===== src/design/knnsrc_pkg.sv =====
package knnsrc_pkg;

    localparam int IDX_W     = 16;
    localparam int OUT_CNT_W = 16;
    localparam int MODE_W    = 2;

    localparam logic [MODE_W-1:0] MODE_LOAD = 2'd0;
    localparam logic [MODE_W-1:0] MODE_EDGE = 2'd1;
    localparam logic [MODE_W-1:0] MODE_READ = 2'd2;

    typedef struct packed {
        logic [MODE_W-1:0] mode;
        logic [IDX_W-1:0]  pixel_index;
        logic [IDX_W-1:0]  neighbor_index;
        logic              region_bit;
    } t_in_beat;

    typedef struct packed {
        logic [IDX_W-1:0]     pixel_index_out;
        logic [OUT_CNT_W-1:0] region_count;
    } t_out_beat;

    typedef enum logic [2:0] {
        S_IDLE,
        S_UPD_P,
        S_UPD_Q,
        S_LOAD,
        S_READ
    } t_state;

    typedef struct packed {
        logic accept;
        logic upd_p;
        logic upd_q;
        logic clr;
        logic emit;
    } t_dp_cmd;

    typedef struct packed {
        logic out_free;
    } t_dp_sts;

endpackage


===== src/design/knnsrc_ctrl.sv =====
module knnsrc_ctrl (
    input  logic                          i_clk,
    input  logic                          i_rst_n,
    input  logic                          i_in_valid,
    input  logic [knnsrc_pkg::MODE_W-1:0] i_mode,
    input  knnsrc_pkg::t_dp_sts           i_sts,
    output logic                          o_in_ready,
    output knnsrc_pkg::t_dp_cmd           o_cmd
);
    import knnsrc_pkg::*;

    t_state r_state;
    t_state n_state;
    logic   in_ready;
    logic   accept;

    always_ff @(posedge i_clk) begin
        if (!i_rst_n) begin
            r_state <= S_IDLE;
        end else begin
            r_state <= n_state;
        end
    end

    // states where the count write port is free for the next beat
    assign in_ready = (r_state == S_IDLE) || (r_state == S_UPD_Q) || (r_state == S_LOAD);
    assign accept   = i_in_valid && in_ready;

    always_comb begin
        n_state = r_state;
        if (accept) begin
            case (i_mode)
                MODE_LOAD: n_state = S_LOAD;
                MODE_EDGE: n_state = S_UPD_P;
                MODE_READ: n_state = S_READ;
                default:   n_state = S_IDLE;
            endcase
        end else begin
            case (r_state)
                S_IDLE:  n_state = S_IDLE;
                S_UPD_P: n_state = S_UPD_Q;
                S_UPD_Q: n_state = S_IDLE;
                S_LOAD:  n_state = S_IDLE;
                S_READ:  n_state = i_sts.out_free ? S_IDLE : S_READ;
                default: n_state = S_IDLE;
            endcase
        end
    end

    always_comb begin
        o_in_ready   = in_ready;
        o_cmd.accept = accept;
        o_cmd.upd_p  = 1'b0;
        o_cmd.upd_q  = 1'b0;
        o_cmd.clr    = 1'b0;
        o_cmd.emit   = 1'b0;
        case (r_state)
            S_UPD_P: o_cmd.upd_p = 1'b1;
            S_UPD_Q: o_cmd.upd_q = 1'b1;
            S_LOAD:  o_cmd.clr   = 1'b1;
            S_READ:  o_cmd.emit  = i_sts.out_free;
            default: o_cmd.upd_p = 1'b0;
        endcase
    end

endmodule


===== config.mk =====
export PLATFORM = sky130hd
export DESIGN_NAME = knnsrc_ctrl
export DESIGN_NICKNAME = d
export VERILOG_FILES = /design/src/design/knnsrc_pkg.sv /design/src/design/knnsrc_ctrl.sv
export SDC_FILE = /design/constraint.sdc
export NUM_CORES = 1
export LEC_CHECK = 0
export ABC_AREA = 0
export BUFFER_PORTS_ARGS = -buffer_cell sky130_fd_sc_hd__buf_2
export CELL_PAD_IN_SITES_DETAIL_PLACEMENT = 1
export CELL_PAD_IN_SITES_GLOBAL_PLACEMENT = 2
export CORE_AREA = 2 2 39 41
export CTS_CLUSTER_SIZE = 28
export DETAILED_ROUTE_END_ITERATION = 16
export DIE_AREA = 0 0 41 43
export PLACE_DENSITY = 0.56
export SLEW_MARGIN = 20
export SYNTH_ARGS = -nofsm -noshare
export SYNTH_HDL_FRONTEND = slang
export SYNTH_SLANG_ARGS = --single-unit

===== constraint.sdc =====
create_clock -name i_clk -period 2.52 [get_ports i_clk]
set_input_delay 0.378 -clock i_clk [delete_from_list [all_inputs] [get_ports i_clk]]
set_output_delay 0.378 -clock i_clk [all_outputs]
set_load 0.02 [all_outputs]

---- Word level (Yosys, flattened, before mapping) ----
Index checks and enable logic that the tools add are counted.
word-level totals
  input port bits ......................... 6
  bits in registers ....................... 3
cells by class
  equal/unequal tests ..................... 6
  multiplexer cells ....................... 8
  reductions and logical operators ........ 5
operators by type and width
  cell                                                  count
  case mux 3 bit (3 select lines)                       1
  equality test 3 x 2 -> 1 bit (second input constant)  2
  2-to-1 mux 3 bit                                      2
  case mux 3 bit (2 select lines)                       1
  2-to-1 mux 1 bit                                      4
  equality test 3 x 1 -> 1 bit (second input constant)  1
  equality test 3 bit (second input constant)           1
  zero test 3 bit                                       1
  equality test 2 x 1 -> 1 bit (second input constant)  1
  equality test 2 bit (second input constant)           1
  zero test 2 bit                                       1
  logical OR 1 bit                                      2
  logical AND 1 bit                                     1

---- Depth between registers and ports, before layout ----
  word-level depth ........................ 5
  depth in mapped cells ................... 3
  depth with buffers taken out ............ 3

---- Worst setup path after synthesis ----
Ideal clock, no wire load.
  path kind ............................... reg2out
  start point ............................. register r_state[1]
  end point ............................... output o_cmd[2] (netlist bit)
  path buffers ............................ 0
  stages on the path, launching flop included .. 2
  setup slack ............................. 1.218 ns
  required time ........................... 2.142 ns
  arrival time ............................ 0.924 ns
  path through ............................ dfxtp_1 -> nor3b_1
RTL lines
  item                      line               text
  start: declaration        knnsrc_ctrl.sv:12  t_state r_state;
  start signal: assignment  knnsrc_ctrl.sv:21  r_state <= n_state;
  end: declaration          knnsrc_ctrl.sv:8   output knnsrc_pkg::t_dp_cmd o_cmd

==> summary.txt <==
Synth cell types: 12
1st-pass router iterations: 3
synthesis warning total: 0
WL final: 454 um
grt total ovfl: 0
Pwr Total: 162 uW
critical path class: register to output port
Port Buffers: 11
GPL Wtd Cong: 0.633
total setup buffers inserted after CTS: 0
Post-synth EDFFs: 0
critical path startpoint: r_state[2]
Max Root-Sink Buffers: 2
Crit. End Element: output port
largest net degree at the start of global routing: 8
vias: 187
CTS Hold Bufs: 0
CTS Sinks: 3
leading post-synthesis cells by cell area: dfxtp_1 (33%), and3b_1 (14%), nor3b_1 (12%)
vias in the first global route: 184
Async SR Flop Fraction: 0%
die area: 1760 um2
cells after synthesis: 19
Die Span X: 41 um
Synth top area share: 33.1%
CP required: 2.14 ns
die extent in y: 43 um
final slew viol count: 0
biggest regs: r_state: 3 flops
leading post-synthesis cells by instance count: and3b_1 (3), dfxtp_1 (3), nor3b_1 (3), nor2_1 (2)
worst path cell trace: nor3b_1, and2_1, buf_2
Lkg Pwr: 0.000142 uW
clock skew: 0.000608 ns
ant diodes: 0
ys flop type: dfxtp_1
Top reg by flops: r_state
Top Ports: 12
hold path depth: 2
Synth Cell Area: 181 um2
CTS H-tree depth: 1
crit start category: register
area occupied by multi-input gates: 110 um2
CTS Buf Count: 3
r2r setup slk: 1.53 ns
initial core utilization: 13.1%
final hold vios: 0
Worst R2R Start: r_state[2]
TritonCTS clock tree: built
DRC: 0
Worst Hold End: r_state[0]
setup violators final: 0
Max-Cap Viols: 0
Hold Path Origin: i_rst_n
fmax: 597 MHz
row count: 14
met2 Use GR: 9.06%
Root Driver: clkbuf_4
Tot GR Track Use: 6.31%
Nets: 40
area leader, netlist: dfxtp_1
antenna violations before repair: 0
met3 Usage GRT: 3.14%
global-route wire length before repair: 738 um
Starting DRT DRC Count: 3
Reg area: 60.1 um2
VDD IR-drop max: 0.170 mV
status: finished clean
Net Count, Synth: 25
PD cells: 587 nW/um2
r2r endpoint: r_state[2]
Seq/Total Area, Yosys: 33.1%
min-delay worst type: input port to register
arrival time of the worst setup path: 1.30 ns
unrepaired setup endpoints after global routing: false
worst reg2reg path depth: 2
Tcrit/Tclk final: 66.5%
met1 usage: 7.03%
Yosys reg bits: 3
syn_area_per_cell: 9.55 um2
Final ANT Viol Nets: 0
worst skew pair latency: 0.23 ns
max FFs per register: 3
Post-CTS Resized: 0
vias per cell: 3.82
placeable core area: 1380 um2
Worst-Margin Slew: 0.270 ns
Final Critical Period: 1.68 ns
CP max stage cell: dfxtp_1
share of cells above drive strength 1: 48.5%
# fillers: 170
Setup TNS Final: 0 ns
hpwl dp: 369 um
CP top delay family: simple AND/OR/NAND/NOR gates
Reg clk slew, reported paths: 0.04 ns
Area growth syn-to-layout: 51.7%
Rel. slew slack: 82.0%
maximum fanout along the worst path: 7
gr busiest metal: met2
Worst path max stage delay: 0.44 ns
Wirelength per Cell: 9.27 um
Buf+Inv Stages, Crit Path: 1
[layout make-up]
class | instances | share of cell area, %
Timing Repair Buffer | 11 | 20.0
Tap cell | 16 | 7.27
Clock buffer | 4 | 9.55
Sequential cell | 3 | 21.8
Multi-Input combinational cell | 14 | 40.0
Inverter | 1 | 1.36
[stage by stage]
step	instance area, um2	setup WS (ns)	util (%)	hold slack [ns]	instances
6_report	275	0.845	19.9	0.431	49
5_1_grt	275	0.726	19.9	0.440	49
4_1_cts	275	0.811	19.9	0.426	49
3_5_place_dp	249	1.07	18.0	0.568	45
3_3_place_gp	249	1.09	18.0	0.556	45
2_1_floorplan	181	1.22	-	0.507	19
[how the worst max path moves through the flow]
stage               end  slack, ns  depth (start not counted)
2_1_floorplan  o_cmd[2]       1.22                          1
3_3_place_gp   o_cmd[0]       1.09                          3
3_5_place_dp   o_cmd[0]       1.07                          3
4_1_cts        o_cmd[0]       0.81                          3
5_1_grt        o_cmd[0]       0.73                          3
6_report       o_cmd[0]       0.84                          3
[worst register-to-register path: stages, from the launching register on]
cell and delay [ns]:
dfxtp_1 0.44, nor3b_1 0.30, a32o_1 0.20
[metal layers]
metal | wire [um] | share of wire, %
met5 | 0 | 0
met4 | 0 | 0
met3 | 68 | 15
met2 | 202 | 44
met1 | 182 | 40
[where the power goes]
| part | total [uW] | switching, uW | internal [uW] |
|---|---|---|---|
| logic | 25.0 | 13.2 | 11.7 |
| clock network | 83.8 | 24.5 | 59.3 |
| registers | 52.7 | 2.86 | 49.9 |
[cell usage in the layout (no fill, tap or decap)]
cell type	instances
nor2b_1	1
a21oi_1	1
nor2_1	2
and3b_1	3
clkbuf_4	3
nor3b_1	3
a32o_1	1
nor2b_4	1
dfxtp_1	3
inv_1	1
nor3b_2	1
buf_2	11
clkbuf_1	1
and2_1	1
[cells by family after synthesis]
| kind of cell | after synthesis | share of synthesized area (%) |
|---|---|---|
| flip-flops | 3 | 33.1 |
| AND/OR/NAND/NOR | 12 | 52.4 |
| AO/OA/AOI/OAI | 2 | 8.27 |
| buffers and inverters | 2 | 6.21 |
(Power assumes the default switching activity.)
